[src/hdl/mdu_pkg.sv]
`timescale 1ns / 1ps

package mdu_pkg;

   // Byte offsets of the two register blocks inside the bus window.
   localparam logic [7:0] WRITE_BLOCK_BASE  = 8'd2;
   localparam logic [7:0] RESULT_BLOCK_BASE = 8'd20;

   localparam logic [7:0] WRITE_BLOCK_SIZE  = 8'd5;
   localparam logic [7:0] RESULT_BLOCK_SIZE = 8'd4;

   localparam logic [7:0]  BYTE_ONES = 8'hff;
   localparam logic [15:0] WORD_ONES = 16'hffff;

   // Access kinds carried on the request tuser bit.
   localparam logic OP_READ  = 1'b0;
   localparam logic OP_WRITE = 1'b1;

   // Registers of the write block, by position from its base.
   typedef enum logic [2:0] {
      WREG_MULT_A,
      WREG_MULT_B,
      WREG_DIVIDEND_LO,
      WREG_DIVIDEND_HI,
      WREG_DIVISOR
   } wreg_type;

   // Bytes of the result block, by position from its base.
   typedef enum logic [1:0] {
      RREG_QUOT_LO,
      RREG_QUOT_HI,
      RREG_PROD_REM_LO,
      RREG_PROD_REM_HI
   } rreg_type;

endpackage

[src/hdl/mmio_multiply_divide_unit.sv]
`timescale 1ns / 1ps

// Byte-wide memory-mapped multiply and divide unit.
// Each item on the req channel is one bus access: tuser carries the access kind
// (0 read, 1 write) and tdata carries the register offset and the write byte.
// Every accepted item yields exactly one item on the rsp channel holding the
// byte read back, or zero for a write.
// Writing multiplicand B starts an 8x8 shift-and-add multiply that retires one
// multiplier bit per cycle; writing the divisor starts a 16/8 restoring divide
// that retires one quotient bit per cycle. A zero divisor is settled at once.
// Every response is registered and valid in the cycle after its access is accepted.
// A read or a plain write leaves the block idle; a write to B keeps req_tready
// low while the multiply loop runs, and a write to a nonzero divisor while the
// divide loop runs.
// The response sits in an output register, so the next item can be accepted in
// the same cycle that the previous response is taken; while rsp_tready is low
// and a response waits, req_tready stays low and nothing is lost.
// Synchronous reset sets every register of the two blocks to all ones and empties the output.
module mmio_multiply_divide_unit (
   input  logic        clock,
   input  logic        reset,
   input  logic        req_tvalid,
   output logic        req_tready,
   input  logic [15:0] req_tdata,   // [7:0] reg_offset, [15:8] write_data
   input  logic [0:0]  req_tuser,   // [0] opcode
   output logic        rsp_tvalid,
   input  logic        rsp_tready,
   output logic [7:0]  rsp_tdata    // [7:0] read_data
);
   import mdu_pkg::*;

   typedef enum logic [1:0] {
      ST_IDLE,
      ST_MUL,
      ST_DIV
   } state_type;

   state_type   state_ff;
   logic [3:0]  cnt_ff;

   logic [7:0]  mult_a_ff;
   logic [7:0]  mult_b_ff;
   logic [15:0] dividend_ff;
   logic [7:0]  divisor_ff;
   logic [15:0] quotient_ff;
   logic [15:0] prod_rem_ff;
   logic [7:0]  rem_ff;

   logic        rsp_valid_ff;
   logic [7:0]  rsp_data_ff;

   logic        req_acc;
   logic        is_write;
   logic [7:0]  offset;
   logic [7:0]  wdata;
   logic [7:0]  wsel;
   logic [7:0]  rsel;
   logic        hit_write;
   logic        hit_result;
   wreg_type    wreg;
   rreg_type    rreg;
   logic [7:0]  rsp_data_in;

   logic [8:0]  mul_sum;
   logic [8:0]  div_shl;
   logic [8:0]  div_diff;
   logic        div_ge;
   logic [7:0]  rem_in;

   assign offset   = req_tdata[7:0];
   assign wdata    = req_tdata[15:8];
   assign is_write = (req_tuser[0] == OP_WRITE);

   // The block takes a new access only when no operation runs and the output
   // register is empty or being emptied in this cycle.
   assign req_tready = (state_ff == ST_IDLE) && (!rsp_valid_ff || rsp_tready);
   assign req_acc    = req_tvalid && req_tready;

   assign rsp_tvalid = rsp_valid_ff;
   assign rsp_tdata  = rsp_data_ff;

   // Address decode; the write block wins where the two blocks overlap.
   assign wsel       = offset - WRITE_BLOCK_BASE;
   assign rsel       = offset - RESULT_BLOCK_BASE;
   assign hit_write  = (offset >= WRITE_BLOCK_BASE) && (wsel < WRITE_BLOCK_SIZE);
   assign hit_result = !hit_write && (offset >= RESULT_BLOCK_BASE) &&
                       (rsel < RESULT_BLOCK_SIZE);
   assign wreg       = wreg_type'(wsel[2:0]);
   assign rreg       = rreg_type'(rsel[1:0]);

   always_comb begin
      rsp_data_in = 8'h00;
      if (!is_write && hit_write) begin
         case (wreg)
            WREG_MULT_A:      rsp_data_in = mult_a_ff;
            WREG_MULT_B:      rsp_data_in = mult_b_ff;
            WREG_DIVIDEND_LO: rsp_data_in = dividend_ff[7:0];
            WREG_DIVIDEND_HI: rsp_data_in = dividend_ff[15:8];
            WREG_DIVISOR:     rsp_data_in = divisor_ff;
            default:          rsp_data_in = 8'h00;
         endcase
      end else if (!is_write && hit_result) begin
         case (rreg)
            RREG_QUOT_LO:     rsp_data_in = quotient_ff[7:0];
            RREG_QUOT_HI:     rsp_data_in = quotient_ff[15:8];
            RREG_PROD_REM_LO: rsp_data_in = prod_rem_ff[7:0];
            RREG_PROD_REM_HI: rsp_data_in = prod_rem_ff[15:8];
            default:          rsp_data_in = 8'h00;
         endcase
      end
   end

   // Multiply step: the multiplier sits in the low byte of prod_rem_ff and is
   // shifted out while partial sums enter from the top.
   assign mul_sum = {1'b0, prod_rem_ff[15:8]} +
                    (prod_rem_ff[0] ? {1'b0, mult_a_ff} : 9'd0);

   // Restoring divide step: bring down the next dividend bit and subtract the
   // divisor when it fits.
   assign div_shl  = {rem_ff, quotient_ff[15]};
   assign div_diff = div_shl - {1'b0, divisor_ff};
   assign div_ge   = (div_shl >= {1'b0, divisor_ff});
   assign rem_in   = div_ge ? div_diff[7:0] : div_shl[7:0];

   always_ff @(posedge clock) begin
      if (reset) begin
         state_ff     <= ST_IDLE;
         cnt_ff       <= 4'd0;
         mult_a_ff    <= BYTE_ONES;
         mult_b_ff    <= BYTE_ONES;
         dividend_ff  <= WORD_ONES;
         divisor_ff   <= BYTE_ONES;
         quotient_ff  <= WORD_ONES;
         prod_rem_ff  <= WORD_ONES;
         rsp_valid_ff <= 1'b0;
      end else begin
         if (req_acc) begin
            rsp_valid_ff <= 1'b1;
            rsp_data_ff  <= rsp_data_in;
         end else if (rsp_tready) begin
            rsp_valid_ff <= 1'b0;
         end

         case (state_ff)
            ST_IDLE: begin
               if (req_acc && is_write && hit_write) begin
                  case (wreg)
                     WREG_MULT_A: begin
                        mult_a_ff <= wdata;
                     end
                     WREG_MULT_B: begin
                        mult_b_ff   <= wdata;
                        prod_rem_ff <= {8'h00, wdata};
                        cnt_ff      <= 4'd0;
                        state_ff    <= ST_MUL;
                     end
                     WREG_DIVIDEND_LO: begin
                        dividend_ff[7:0] <= wdata;
                     end
                     WREG_DIVIDEND_HI: begin
                        dividend_ff[15:8] <= wdata;
                     end
                     WREG_DIVISOR: begin
                        divisor_ff <= wdata;
                        if (wdata == 8'h00) begin
                           quotient_ff <= WORD_ONES;
                           prod_rem_ff <= dividend_ff;
                        end else begin
                           quotient_ff <= dividend_ff;
                           rem_ff      <= 8'h00;
                           cnt_ff      <= 4'd0;
                           state_ff    <= ST_DIV;
                        end
                     end
                     default: begin
                     end
                  endcase
               end
            end
            ST_MUL: begin
               prod_rem_ff <= {mul_sum, prod_rem_ff[7:1]};
               if (cnt_ff == 4'd7) begin
                  cnt_ff   <= 4'd0;
                  state_ff <= ST_IDLE;
               end else begin
                  cnt_ff <= cnt_ff + 4'd1;
               end
            end
            ST_DIV: begin
               rem_ff      <= rem_in;
               quotient_ff <= {quotient_ff[14:0], div_ge};
               if (cnt_ff == 4'd15) begin
                  prod_rem_ff <= {8'h00, rem_in};
                  cnt_ff      <= 4'd0;
                  state_ff    <= ST_IDLE;
               end else begin
                  cnt_ff <= cnt_ff + 4'd1;
               end
            end
            default: begin
               state_ff <= ST_IDLE;
               cnt_ff   <= 4'd0;
            end
         endcase
      end
   end

   // The step counter only runs while an operation is in flight.
   a_cnt_idle: assert property (@(posedge clock) disable iff (reset)
      (state_ff == ST_IDLE) |-> (cnt_ff == 4'd0))
      else $error("step counter nonzero while idle");

   // A divide only iterates with a nonzero divisor.
   a_div_nonzero: assert property (@(posedge clock) disable iff (reset)
      (state_ff == ST_DIV) |-> (divisor_ff != 8'h00))
      else $error("divide running with zero divisor");

   // A write to multiplicand B starts the multiply.
   a_mul_start: assert property (@(posedge clock) disable iff (reset)
      (req_acc && is_write && hit_write && (wreg == WREG_MULT_B))
      |=> (state_ff == ST_MUL))
      else $error("multiply did not start");

   // Every write returns a zero byte.
   a_write_zero: assert property (@(posedge clock) disable iff (reset)
      (req_acc && is_write) |=> (rsp_tvalid && (rsp_tdata == 8'h00)))
      else $error("write response is not zero");

   // Accepting never overwrites a response that is still waiting.
   a_no_overrun: assert property (@(posedge clock) disable iff (reset)
      (rsp_valid_ff && !rsp_tready) |-> !req_acc)
      else $error("response overwritten");

endmodule

[config.mk]
export PLATFORM = sky130hd
export DESIGN_NAME = mmio_multiply_divide_unit
export DESIGN_NICKNAME = d
export VERILOG_FILES = /design/src/hdl/mdu_pkg.sv /design/src/hdl/mmio_multiply_divide_unit.sv
export SDC_FILE = /design/constraint.sdc
export NUM_CORES = 1
export LEC_CHECK = 0
export BUFFER_PORTS_ARGS = -buffer_cell sky130_fd_sc_hd__buf_2
export CORE_MARGIN = 8
export CORE_UTILIZATION = 55
export DETAILED_ROUTE_END_ITERATION = 10
export GPL_TIMING_DRIVEN = 0
export PLACE_DENSITY_LB_ADDON = 0.05
export SYNTH_ARGS = -nofsm -noshare
export SYNTH_HDL_FRONTEND = slang
export SYNTH_SLANG_ARGS = --single-unit
[constraint.sdc]
create_clock -name clock -period 6.6 [get_ports clock]
set_input_delay 1.32 -clock clock [delete_from_list [all_inputs] [get_ports clock]]
set_output_delay 1.32 -clock clock [all_outputs]
set_load 0.01 [all_outputs]
==> impl_results.md <==
- FF-to-FF Start: state_ff[0]
- FF-to-FF End: rem_ff[4]
- Antenna diode count: 0
- Final setup fails: 0
- First-iteration detailed-routing DRC count: 484
- Maximum clock rate: about 250 MHz
- Dominant synthesized flop cell: dfxtp_1
- Cell area after placement: ~0.0060 mm^2
- Drt total wl: approximately 17 mm
- Largest net degree at the start of global routing: 16
- Outcome: finished clean
- IR drop worst, VDD: roughly 120 uV
- Starting density of the core: 0.557
- Utilization after layout: 0.605
- Worst Skew: between 0.006 and 0.007 ns
- Die ar.: 0.0138 mm^2
- Post-synthesis cell count: 634
- Post-Syn Area: around 0.0056 mm^2
- # resized after CTS: 0
- CTS Sinks: 95
- Filler Cells Inserted: just over 900
- Max_cap viols: 0
- Most common cell on crit path: buf_2
- Residual DRC: 0
- Fin. Hold Viols: 0
- Worst-path clk slew: about 0.09 ns
- Cts hold-fix bufs: 0
- Period utilization: 0.606
- Port Buffers: 29
- Hold Crit Depth: 2
- Placer Congestion: a little under 1
- Buf/Inv on CP: 5
- DP Wirelength: roughly 13 mm
- CTS tree: yes
- Overflow after GRT: 0
- Htree depth: 3
- Crit-path slowest cell: a211oi_1
- Post-route ant nets: 0
- HP Start: cnt_ff[1]
- CTS Root Cell: clkbuf_8
- RSZ-0062 raised after global routing: no
- Initial antenna violation count: 0
- Delay-heaviest family, CP: buffers and inverters
- Die span in y: 117 um
- Flop-to-flop setup slack: between 3 and 4 ns
- R2R depth: 9
- Die width: between 100 and 150 um
- Setup ws final: approximately 2.6 ns
- Setup bufs post-CTS: 0
- Rel. slew slack: 0.194
- Power density cells: between 150 and 200 mW/mm^2
- DR vias: between 5k and 6k
- Post-Place Worst Slack: ~1.9 ns
- Post-route cell area: 0.00614 mm^2
- Hold Path End: cnt_ff[1]
- # IOs: 31
- Critical Path Fanout Max: 10
- WP data arrival: between 4 and 5 ns
- Share of cells above drive strength 1: 0.115
- Clock Path Buffers: 2
- Synth-to-Final Area Change: 8.76%
- CP cell instances: buf_2 -> inv_1 -> ha_1 -> nor3_1 -> and4_1 -> buf_2 -> a21oi_1 -> clkbuf_1 -> a211oi_1 -> buf_2
- Ys async rst share: 0
- Synth warn: 0
- Vias in the first global route: approximately 5k
- Post-synthesis sequential area ratio: 0.365
- Synth Register Bits: 95
- Worst Path Required: 6.67 ns
- Tot Pwr: 0.00115 W
- Post-synth EDFFs: 16
- Vias/cell: roughly 6.3
- CTS buffer count: 9
- Cell variety after synth: 61
- First-pass GRT wire length: 26.2 mm
- Clock Latency Late Sink: about 0.36 ns
- P_leak: around 2.5 nW
- Critical path capture point type: register
- Final nets: just over 700
- Synthesized net count: about 680
- Wire length per cell: 20.4 um
- Hold Path Class: register to register
- CP max stage delay: ~0.52 ns
- Syn avg cell area: 8.90 um^2
- FP Rows: 37
- First drt pass iteration count: 5
- Tmin final: 4.00 ns
- Worst-Margin Slew: around 1.2 ns
- GRT Total Usage: 0.237
- Worst Setup Path Type: primary input to register
- Startpoint types: primary input
- Core area: 0.0101 mm^2
- CP startpoint: req_tdata[1]
- Setup_tns: 0 ns
- Max Transition Viols Final: 0
-- synthesized netlist by cell type (all sizes together) (2+ instances only) --
library cell / number / share of area
nor2b: 2 / 0.0022
or4: 2 / 0.0027
clkbuf: 28 / 0.019
mux2i: 48 / 0.085
fa: 2 / 0.0071
and4: 2 / 0.0031
nor2: 35 / 0.024
o21ai: 27 / 0.024
a211o: 4 / 0.0062
and2: 14 / 0.016
nor4: 2 / 0.0022
o21a: 12 / 0.016
nand3b: 2 / 0.0027
or2: 2 / 0.0022
dfxtp: 79 / 0.28
o311ai: 16 / 0.025
edfxtp: 16 / 0.085
or4b: 2 / 0.0035
and3: 9 / 0.010
a2111oi: 2 / 0.0031
o31a: 3 / 0.0047
or3b: 3 / 0.0047
ha: 22 / 0.049
buf: 12 / 0.011
mux2: 7 / 0.014
a22oi: 21 / 0.028
nand2b: 7 / 0.0078
a31oi: 2 / 0.0022
o211a: 3 / 0.0053
xnor2: 3 / 0.0047
nor4b: 2 / 0.0031
nand3: 20 / 0.018
o22ai: 7 / 0.0078
o211ai: 18 / 0.024
a211oi: 7 / 0.0093
nor3: 32 / 0.030
nand2: 93 / 0.062
a21oi: 19 / 0.017
o31ai: 2 / 0.0027
a21o: 4 / 0.0053
xor2: 2 / 0.0031
mux4: 9 / 0.036
inv: 18 / 0.012
-- placed cells by master, fill, tap and decap left out, drive strengths merged, types with 7 or more instances in the layout --
master / instances
a211oi: 7
a21oi: 19
a22oi: 21
and2: 14
and3: 9
buf: 42
clkbuf: 40
dfxtp: 79
edfxtp: 16
ha: 22
inv: 19
mux2: 7
mux2i: 48
mux4: 9
nand2: 93
nand2b: 7
nand3: 20
nor2: 35
nor3: 32
o211ai: 18
o21a: 12
o21ai: 27
o22ai: 7
o311ai: 16
-- stage by stage --
step	std cells	hold slack, ns
2_1_floorplan	634	0.439
3_3_place_gp	799	0.461
3_5_place_dp	799	0.473
4_1_cts	815	0.487
5_1_grt	816	0.507
6_report	816	0.484
-- routing by layer --
layer  track usage  part of all wire  wire length, um
met1         0.318              0.44             7380
met2         0.345              0.43             7130
met3        0.0628             0.093             1550
met4         0.113             0.034              573
met5             0                 0                0
-- registers in the layout, indices dropped and copies added (netlist names), 4 cells and up --
name	count
cnt_ff	4
mult_b_ff	8
rem_ff	8
rsp_tdata	8
quotient_ff	16
divisor_ff	8
mult_a_ff	8
prod_rem_ff	16
dividend_ff	16
-- how the worst max path moves through the flow --
stage | endpoint | slack, ns | cells after the start
5_1_grt | rem_ff[0] | 2.48 | 10
4_1_cts | rem_ff[1] | 2.25 | 9
3_3_place_gp | rem_ff[4] | 1.91 | 9
6_report | rem_ff[4] | 2.60 | 10
3_5_place_dp | rem_ff[4] | 1.92 | 9
2_1_floorplan | rem_ff[0] | 2.80 | 8
-- logic make-up after synthesis --
family          synth area share
simple gates               0.198
fa+ha+maj                 0.0559
mux                        0.135
xor+xnor                 0.00776
flops                      0.365
compound gates             0.196
buf+inv                   0.0421
-- tightest hold or removal path, delay by kind of cell, from the launching register on --
| family | cells | cell delay, ns |
|---|---|---|
| AO/OA/AOI/OAI | 1 | 0.05 |
| flip-flops | 1 | 0.33 |
| AND/OR/NAND/NOR | 1 | 0.06 |
-- power by group --
part	leakage [nW]	switching (W)	internal, W
Sequential	0.801	0.0000118	0.000600
Clock	0.0830	0.000209	0.000149
Combinational	1.62	0.000116	0.0000668
Total	2.51	0.000337	0.000815
-- cell type report --
cell class	instances	area (um^2)	area share
well taps	136	170	0.0277
plain buffers	40	166	0.0271
repair buffers	30	150	0.0245
clock buffers	12	145	0.0236
multi-input cells	480	3340	0.545
flip-flops and latches	95	2060	0.336
clock inverters	4	28.8	0.00469
inverters	19	71.3	0.0116
(Power assumes the default switching activity.)
